File: config.mk
export PLATFORM = sky130hd
export DESIGN_NAME = key_press_length_classifier
export DESIGN_NICKNAME = d
export VERILOG_FILES = /design/src/sv/kplc_pkg.sv /design/src/sv/key_press_length_classifier.sv /design/src/sv/kplc_key_lane.sv
export SDC_FILE = /design/constraint.sdc
export NUM_CORES = 1
export LEC_CHECK = 0
export ABC_AREA = 1
export BUFFER_PORTS_ARGS = -buffer_cell sky130_fd_sc_hd__buf_2
export CORE_ASPECT_RATIO = 0.7
export CORE_UTILIZATION = 45
export DETAILED_ROUTE_END_ITERATION = 12
export PLACE_DENSITY = 0.65
export RECOVER_POWER = 50
export SYNTH_ARGS = -nofsm -noshare
export SYNTH_HDL_FRONTEND = slang
export SYNTH_SLANG_ARGS = --single-unit
export TNS_END_PERCENT = 1
File: constraint.sdc
create_clock -name clk -period 3.2 [get_ports clk]
set_clock_uncertainty 0.05 [all_clocks]
set_input_delay 0 -clock clk [delete_from_list [all_inputs] [get_ports clk]]
set_output_delay 0 -clock clk [all_outputs]
set_load 0.1 [all_outputs]
File: src/sv/kplc_pkg.sv
// ----------------------------------------------------------------------------
// kplc_pkg
// Shared constants and types of the key press length classifier.
// ----------------------------------------------------------------------------
package kplc_pkg;

	localparam int NUM_KEYS    = 12;
	localparam int COUNT_WIDTH = 16;

	localparam int LEVEL_W = 12;
	localparam int INDEX_W = 4;
	localparam int LIMIT_W = 16;
	localparam int MASK_W  = 12;
	localparam int CMP_W   = (COUNT_WIDTH > LIMIT_W) ? COUNT_WIDTH : LIMIT_W;

	localparam int ADDR_W    = 4;
	localparam int DATA_W    = 32;
	localparam int REG_IDX_W = 2;

	localparam logic [REG_IDX_W-1:0] REG_SHORT_LIMIT  = 2'd0;
	localparam logic [REG_IDX_W-1:0] REG_EXPIRE_LIMIT = 2'd1;
	localparam logic [REG_IDX_W-1:0] REG_ACTIVE_MASK  = 2'd2;

	localparam logic OP_SCAN = 1'b0;
	localparam logic OP_READ = 1'b1;

	localparam logic [LIMIT_W-1:0] SHORT_LIMIT_RST  = 16'd150;
	localparam logic [LIMIT_W-1:0] EXPIRE_LIMIT_RST = 16'd1000;
	localparam logic [MASK_W-1:0]  ACTIVE_MASK_RST  = 12'hFFF;

	typedef struct packed {
		logic scan;
		logic clear;
		logic level;
		logic act;
	} kplc_ctrl_t;

	typedef struct packed {
		logic short_f;
		logic long_f;
		logic release_f;
		logic pressing;
	} kplc_status_t;

endpackage

File: src/sv/key_press_length_classifier.sv
// ----------------------------------------------------------------------------
// key_press_length_classifier
// Classifies key presses as short or long from periodic scan ticks and
// reports per-key flags on read requests.
// ----------------------------------------------------------------------------
//  channel  handshake            payload
//  in       in_valid / in_stall  req_type, key_levels, sel_key
//  out      out_valid/ out_stall short_press, long_press, long_release, pressing
//  cfg      APB write/read       short_limit, expire_limit, active_high_mask
//
//  One transfer per cycle on the input while in_stall is low; each item is
//  handled from the input stage register, all key lanes updating in parallel.
//  A read result is loaded into the output register when the read leaves
//  the input stage. Scan ticks produce no result.
//  Reset clears all key state and loads the register defaults.
//  A read waits in the input stage only while the output register is full
//  and stalled; a scan in the input stage never waits.
// ----------------------------------------------------------------------------
module key_press_length_classifier (
	input  logic                        clk,
	input  logic                        arst_n,
	input  logic                        psel,
	input  logic                        penable,
	input  logic                        pwrite,
	input  logic [kplc_pkg::ADDR_W-1:0] paddr,
	input  logic [kplc_pkg::DATA_W-1:0] pwdata,
	output logic [kplc_pkg::DATA_W-1:0] prdata,
	output logic                        pready,
	input  logic                        in_valid,
	output logic                        in_stall,
	input  logic                        req_type,
	input  logic [kplc_pkg::LEVEL_W-1:0] key_levels,
	input  logic [kplc_pkg::INDEX_W-1:0] sel_key,
	output logic                        out_valid,
	input  logic                        out_stall,
	output logic                        short_press,
	output logic                        long_press,
	output logic                        long_release,
	output logic                        pressing
);
	import kplc_pkg::*;

	logic [LIMIT_W-1:0] short_limit_q;
	logic [LIMIT_W-1:0] expire_limit_q;
	logic [MASK_W-1:0]  active_mask_q;

	logic               valid_s1;
	logic               req_s1;
	logic [LEVEL_W-1:0] levels_s1;
	logic [INDEX_W-1:0] index_s1;

	logic out_valid_q;
	logic short_q;
	logic long_q;
	logic release_q;
	logic pressing_q;

	logic [REG_IDX_W-1:0] reg_idx;
	logic                 cfg_wr;
	logic                 s1_go;

	logic [NUM_KEYS-1:0] lv_ext;
	logic [NUM_KEYS-1:0] act_ext;
	logic [NUM_KEYS-1:0] rd_sel;
	logic [NUM_KEYS-1:0] short_vec;
	logic [NUM_KEYS-1:0] long_vec;
	logic [NUM_KEYS-1:0] release_vec;
	logic [NUM_KEYS-1:0] press_vec;

	kplc_ctrl_t   ctrl   [NUM_KEYS];
	kplc_status_t status [NUM_KEYS];

	// configuration port
	assign pready  = 1'b1;
	assign reg_idx = paddr[ADDR_W-1:2];
	assign cfg_wr  = psel && penable && pwrite && pready;

	always_ff @(posedge clk or negedge arst_n) begin
		if (!arst_n) begin
			short_limit_q  <= SHORT_LIMIT_RST;
			expire_limit_q <= EXPIRE_LIMIT_RST;
			active_mask_q  <= ACTIVE_MASK_RST;
		end else if (cfg_wr) begin
			unique case (reg_idx)
				REG_SHORT_LIMIT:  short_limit_q  <= pwdata[LIMIT_W-1:0];
				REG_EXPIRE_LIMIT: expire_limit_q <= pwdata[LIMIT_W-1:0];
				REG_ACTIVE_MASK:  active_mask_q  <= pwdata[MASK_W-1:0];
				default: ;
			endcase
		end
	end

	always_comb begin
		unique case (reg_idx)
			REG_SHORT_LIMIT:  prdata = DATA_W'(short_limit_q);
			REG_EXPIRE_LIMIT: prdata = DATA_W'(expire_limit_q);
			REG_ACTIVE_MASK:  prdata = DATA_W'(active_mask_q);
			default:          prdata = '0;
		endcase
	end

	// input stage
	assign s1_go    = valid_s1 && ((req_s1 == OP_SCAN) || !out_valid_q || !out_stall);
	assign in_stall = valid_s1 && !s1_go;

	always_ff @(posedge clk or negedge arst_n) begin
		if (!arst_n) begin
			valid_s1 <= 1'b0;
		end else if (!in_stall) begin
			valid_s1 <= in_valid;
		end
	end

	always_ff @(posedge clk) begin
		if (in_valid && !in_stall) begin
			req_s1    <= req_type;
			levels_s1 <= key_levels;
			index_s1  <= sel_key;
		end
	end

	// key lanes
	assign lv_ext  = NUM_KEYS'(levels_s1);
	assign act_ext = NUM_KEYS'(active_mask_q);

	for (genvar k = 0; k < NUM_KEYS; k++) begin : g_lane
		assign rd_sel[k]      = (32'(index_s1) == k);
		assign ctrl[k].scan   = s1_go && (req_s1 == OP_SCAN);
		assign ctrl[k].clear  = s1_go && (req_s1 == OP_READ) && rd_sel[k];
		assign ctrl[k].level  = lv_ext[k];
		assign ctrl[k].act    = act_ext[k];
		assign short_vec[k]   = status[k].short_f;
		assign long_vec[k]    = status[k].long_f;
		assign release_vec[k] = status[k].release_f;
		assign press_vec[k]   = status[k].pressing;

		kplc_key_lane u_lane (
			.clk          (clk),
			.arst_n       (arst_n),
			.ctrl         (ctrl[k]),
			.short_limit  (short_limit_q),
			.expire_limit (expire_limit_q),
			.status       (status[k])
		);
	end

	// result register
	always_ff @(posedge clk or negedge arst_n) begin
		if (!arst_n) begin
			out_valid_q <= 1'b0;
		end else if (s1_go && (req_s1 == OP_READ)) begin
			out_valid_q <= 1'b1;
		end else if (!out_stall) begin
			out_valid_q <= 1'b0;
		end
	end

	always_ff @(posedge clk) begin
		if (s1_go && (req_s1 == OP_READ)) begin
			short_q    <= |(short_vec & rd_sel);
			long_q     <= |(long_vec & rd_sel);
			release_q  <= |(release_vec & rd_sel);
			pressing_q <= |(press_vec & rd_sel);
		end
	end

	assign out_valid    = out_valid_q;
	assign short_press  = short_q;
	assign long_press   = long_q;
	assign long_release = release_q;
	assign pressing     = pressing_q;

	// checks
	a_stall_cause: assert property (@(posedge clk) disable iff (!arst_n)
		in_stall |-> (valid_s1 && (req_s1 == OP_READ) && out_valid_q && out_stall))
		else $error("input stalled without a blocked read");

	a_sel_onehot: assert property (@(posedge clk) disable iff (!arst_n)
		valid_s1 |-> $onehot0(rd_sel))
		else $error("more than one key selected for read");

	a_read_result: assert property (@(posedge clk) disable iff (!arst_n)
		(s1_go && (req_s1 == OP_READ)) |=> out_valid_q)
		else $error("read did not produce a result");

endmodule

File: src/sv/kplc_key_lane.sv
// ----------------------------------------------------------------------------
// kplc_key_lane
// Per-key state: last level, edge mark, sticky flags and saturating hold
// counter. Updated on a scan tick, flags cleared on a read of this key.
// ----------------------------------------------------------------------------
module kplc_key_lane (
	input  logic                         clk,
	input  logic                         arst_n,
	input  kplc_pkg::kplc_ctrl_t         ctrl,
	input  logic [kplc_pkg::LIMIT_W-1:0] short_limit,
	input  logic [kplc_pkg::LIMIT_W-1:0] expire_limit,
	output kplc_pkg::kplc_status_t       status
);
	import kplc_pkg::*;

	logic                   last_q;
	logic                   mark_q;
	logic                   short_q;
	logic                   long_q;
	logic                   release_q;
	logic [COUNT_WIDTH-1:0] cnt_q;

	logic [CMP_W-1:0] cnt_ext;
	logic             below_short;
	logic             above_short;
	logic             above_expire;
	logic             cnt_full;

	assign cnt_ext      = CMP_W'(cnt_q);
	assign below_short  = cnt_ext < CMP_W'(short_limit);
	assign above_short  = cnt_ext > CMP_W'(short_limit);
	assign above_expire = cnt_ext > CMP_W'(expire_limit);
	assign cnt_full     = &cnt_q;

	always_ff @(posedge clk or negedge arst_n) begin
		if (!arst_n) begin
			last_q    <= 1'b0;
			mark_q    <= 1'b0;
			short_q   <= 1'b0;
			long_q    <= 1'b0;
			release_q <= 1'b0;
			cnt_q     <= '0;
		end else if (ctrl.scan) begin
			if (ctrl.level != last_q) begin
				if (ctrl.level != ctrl.act) begin
					if (below_short) begin
						short_q <= 1'b1;
					end else begin
						release_q <= 1'b1;
					end
				end
				last_q <= ctrl.level;
				mark_q <= 1'b1;
			end else if (ctrl.level == ctrl.act) begin
				if (above_short) begin
					if (mark_q) begin
						long_q <= 1'b1;
						mark_q <= 1'b0;
					end
					if (above_expire) begin
						long_q <= 1'b0;
					end else if (!cnt_full) begin
						cnt_q <= cnt_q + 1'b1;
					end
				end else if (!cnt_full) begin
					cnt_q <= cnt_q + 1'b1;
				end
			end else begin
				cnt_q <= '0;
			end
		end else if (ctrl.clear) begin
			short_q   <= 1'b0;
			long_q    <= 1'b0;
			release_q <= 1'b0;
		end
	end

	assign status.short_f   = short_q;
	assign status.long_f    = long_q;
	assign status.release_f = release_q;
	assign status.pressing  = (last_q == ctrl.act);

endmodule
==> results.ini <==
[status]
outcome = finished with violations
failed_checks = max-capacitance violations, max-slew violations

[power]
power_density_nw_per_um2 = 514
p_sw_share_pct = 41.8
p_int_uw = 9190
peakVddDrop_v = 0.000441
power_frac_seq_pct = 33.2
power.leakage_uw = 0.0154
p_switching_uw = 6590
p_comb_share_pct = 37.9
p_clk_share_pct = 28.9

[grt]
met3_usage_pct = 6.22
busiest_layer = met1
grt-ovfl-total = 0
met2_usage_pct = 38.9
grt_max_degree = 74
grt_pass1_vias = 23300
grtUsageTotal_pct = 28.1
grt_antenna_before_repair = 2
grtUsageMet1_pct = 43.3
grt_pass1_wl_um = 136000

[detailed_routing]
wirelength_um = 86500
wl_per_cell_um = 18.1
ant_nets = 0
vias_per_cell = 5.40
via_count = 25800
route.detailed.drc = 0
drtIter0Drc = 2505
drt_pass1_iterations = 5

[worst_setup_path]
crit_path_end_kind = flip-flop
reg2reg_from = expire_limit_q[7]
crit_fanout = 17
arrival_ns = 3.37
start_kind = flip-flop
rrSetupSlack_ns = 0.23
worstSetupPathType = flip-flop to flip-flop
reg2reg_depth = 14
r2r-end = g_lane[1].u_lane.cnt_ext[11]
crit_required_ns = 3.60

[sta]
setup_viol = 0
rsz0062_at_grt = false
drv_slew = 264
tns_ns = 0
finalCriticalPeriod_ns = 2.97
fmax_ghz = 0.337
timing.hold.ws_ns = 0.0848
finalHoldViolations = 0
min_period_over_period_pct = 92.7
tightestPinTransition_ns = 1.90
relSlewSlack_pct = -26.5

[cts]
cts_buffers = 37
cts-htree-levels = 2
cts_tree = done
root_buffer = clkbuf_16
clockBufferDepth = 3
cts.sinks = 319
worst_skew_pair.late_latency_ns = 0.58
clk_pin_slew_worst_paths_ns = 0.06

[final_layout]
design_area_sq_um = 30700
drive_gt1_share_pct = 7.42
area_delta_synth_final_pct = 12.2
nets = 4402
n_fill_cell = 5883
antenna_cells = 0
fin_util_pct = 51.2

[placement]
postPlaceCellArea_sq_um = 29100
dpl.hpwl_um = 64400
io_buffers = 63
gp_congestion = 0.961

[synthesis]
postSynthAreaPerCell_sq_um = 7.23
synth_area_sq_um = 27400
ys_types = 51
synthCells = 3783
ys_warn_count = 0
synth_enable_flop_cells = 21
async_flop_share_pct = 93.4
synthFlopType = dfrtp_1
ys_seq_elements = 319
yosysSeqAreaShare_pct = 29.7

[floorplan]
die_area_sq_um = 61800
core_sq_um = 60000
io_pins = 99
die_y_um = 208
placementRows = 75
initial_core_util_pct = 45.6
die_w_um = 297

[hold_path]
hp-start = key_levels[6]
min_path_type = input pin to flip-flop
whs_path_depth = 2
hold_path_end = levels_s1[6]

[job]
drv_cap = 5

==> layer usage <==
| layer | routed length, um | vias up | share of wire (%) |
|---|---|---|---|
| li1 | - | 13000 | - |
| met1 | 42200 | 11700 | 49 |
| met2 | 33300 | 1033 | 39 |
| met3 | 8900 | 117 | 10 |
| met4 | 2050 | 0 | 2.4 |
| met5 | 0 | - | 0 |
==> metrics by stage <==
stage | power, uW | setup slack (ns) | instances
final | 15800 | 0.235 | 4782
after global routing | 16800 | 0.0266 | 4782
after CTS | 15800 | 0.164 | 4778
after detailed placement | 11100 | 0.190 | 4674
after global placement | 11000 | 0.295 | 4674
after floorplan | 8960 | 0.248 | 3798
==> layout by cell type (no fill, tap or decap), types with 4 or more instances in the layout <==
cell,instances
nand2_1,1123
ha_1,396
nor2_1,368
inv_1,315
nand3_1,278
dfrtp_1,276
a21oi_1,231
o21ai_0,155
xor2_1,109
buf_4,86
nand4_1,83
nor3_1,82
buf_2,56
xnor2_1,49
clkbuf_16,39
dlygate4sd3_1,36
or2_2,26
dfstp_2,22
edfxtp_1,21
nor4_1,19
conb_1,17
clkbuf_1,16
nand3b_1,14
o22ai_1,13
o21a_1,13
a221oi_1,12
a21o_1,12
o221ai_1,11
o21bai_1,10
nor3b_1,9
nand2_2,8
clkinv_2,7
inv_2,6
clkinv_1,5
bufinv_16,5
buf_12,5
clkinvlp_4,4
==> how the worst max path moves through the flow <==
stage	from	slack, ns	depth (start not counted)	endpoint
CTS	short_limit_q[1]	0.16	16	g_lane[1].u_lane.cnt_ext[11]
floorplan	out_valid	0.25	3	index_s1[0]
finish	expire_limit_q[7]	0.23	14	g_lane[1].u_lane.cnt_ext[11]
global route	expire_limit_q[7]	0.03	14	g_lane[1].u_lane.cnt_ext[1]
global placement	short_limit_q[1]	0.29	16	g_lane[1].u_lane.cnt_ext[5]
detailed placement	short_limit_q[1]	0.19	16	g_lane[1].u_lane.cnt_ext[0]
==> state kept, by name (all words and copies together) (netlist names), 4 cells and up <==
name / count
expire_limit_q: 16
act_ext: 12
g_lane.u_lane.last_q: 12
g_lane.u_lane.release_q: 12
short_limit_q: 16
g_lane.u_lane.short_q: 12
index_s1: 4
g_lane.u_lane.cnt_ext: 192
g_lane.u_lane.long_q: 12
levels_s1: 12
g_lane.u_lane.mark_q: 12
==> critical path: stages (launching register included) <==
cell and delay, ns:
dfstp_2 0.53, inv_1 0.21, buf_4 0.27, buf_4 0.19, ha_1 0.32, a21oi_1 0.15
o21a_1 0.15, nand2_1 0.05, nand2_1 0.05, nand2_1 0.08, nand4_1 0.12, buf_4 0.24
nand2_2 0.23, nand2_1 0.14, nand2_1 0.06
==> synthesized netlist by cell type (3+ instances only) <==
library cell	number	area, sq um
a21o_1	12	90.1
a21oi_1	231	1160
a221oi_1	12	105
a31oi_2	3	37.5
buf_1	4	15.0
buf_2	18	90.1
buf_4	22	165
clkbuf_1	43	161
dfrtp_1	276	6910
dfstp_2	22	578
edfxtp_1	21	631
ha_1	396	4950
inv_1	316	1190
inv_2	6	22.5
nand2_1	1123	4220
nand2_2	8	50.1
nand3_1	278	1390
nand3b_1	14	105
nand4_1	83	519
nor2_1	370	1390
nor3_1	82	410
nor3_2	3	30.0
nor3b_1	9	67.6
nor4_1	19	119
o21a_1	13	97.6
o21ai_0	155	776
o21bai_1	10	75.1
o221ai_1	11	96.3
o22ai_1	13	81.3
or2_2	26	163
xnor2_1	49	429
xor2_1	109	955
xor2_2	3	48.8
==> power groups by stage <==
stage	combinational, uW	clock (uW)	sequential, uW
floorplan	3880	0	5080
global placement	5690	0	5270
detailed placement	5800	0	5280
CTS	5880	4660	5210
global route	6720	4820	5300
finish	5980	4560	5230
==> kinds of logic after synthesis <==
logic type | share of synthesized area [%]
adders and majority gates | 18.1
buffers and inverters | 6.07
and+or+nand+nor | 31.1
AOI/OAI and AO/OA | 9.77
xor gates and xnor gates | 5.24
DFF | 29.7
other | 0.0274
==> timing repair <==
action                                 4_1_cts  5_1_grt
endpoints found under the hold margin      356        0
setup endpoints to repair                    0       36
hold buffers                                37        0
gates resized for setup                      0        1
setup buffers                                0        4
==> final cells by class <==
class	count	area (sq um)	share of cell area (%)
multi-input cells	3067	17700	57.5
inverters	323	1220	3.96
flip-flops and latches	319	8120	26.4
well taps	808	1010	3.29
clock buffers	45	1020	3.32
clock inverters	22	249	0.811
repair buffers	198	1450	4.71
Note: power is estimated with default switching activity, not from simulation.
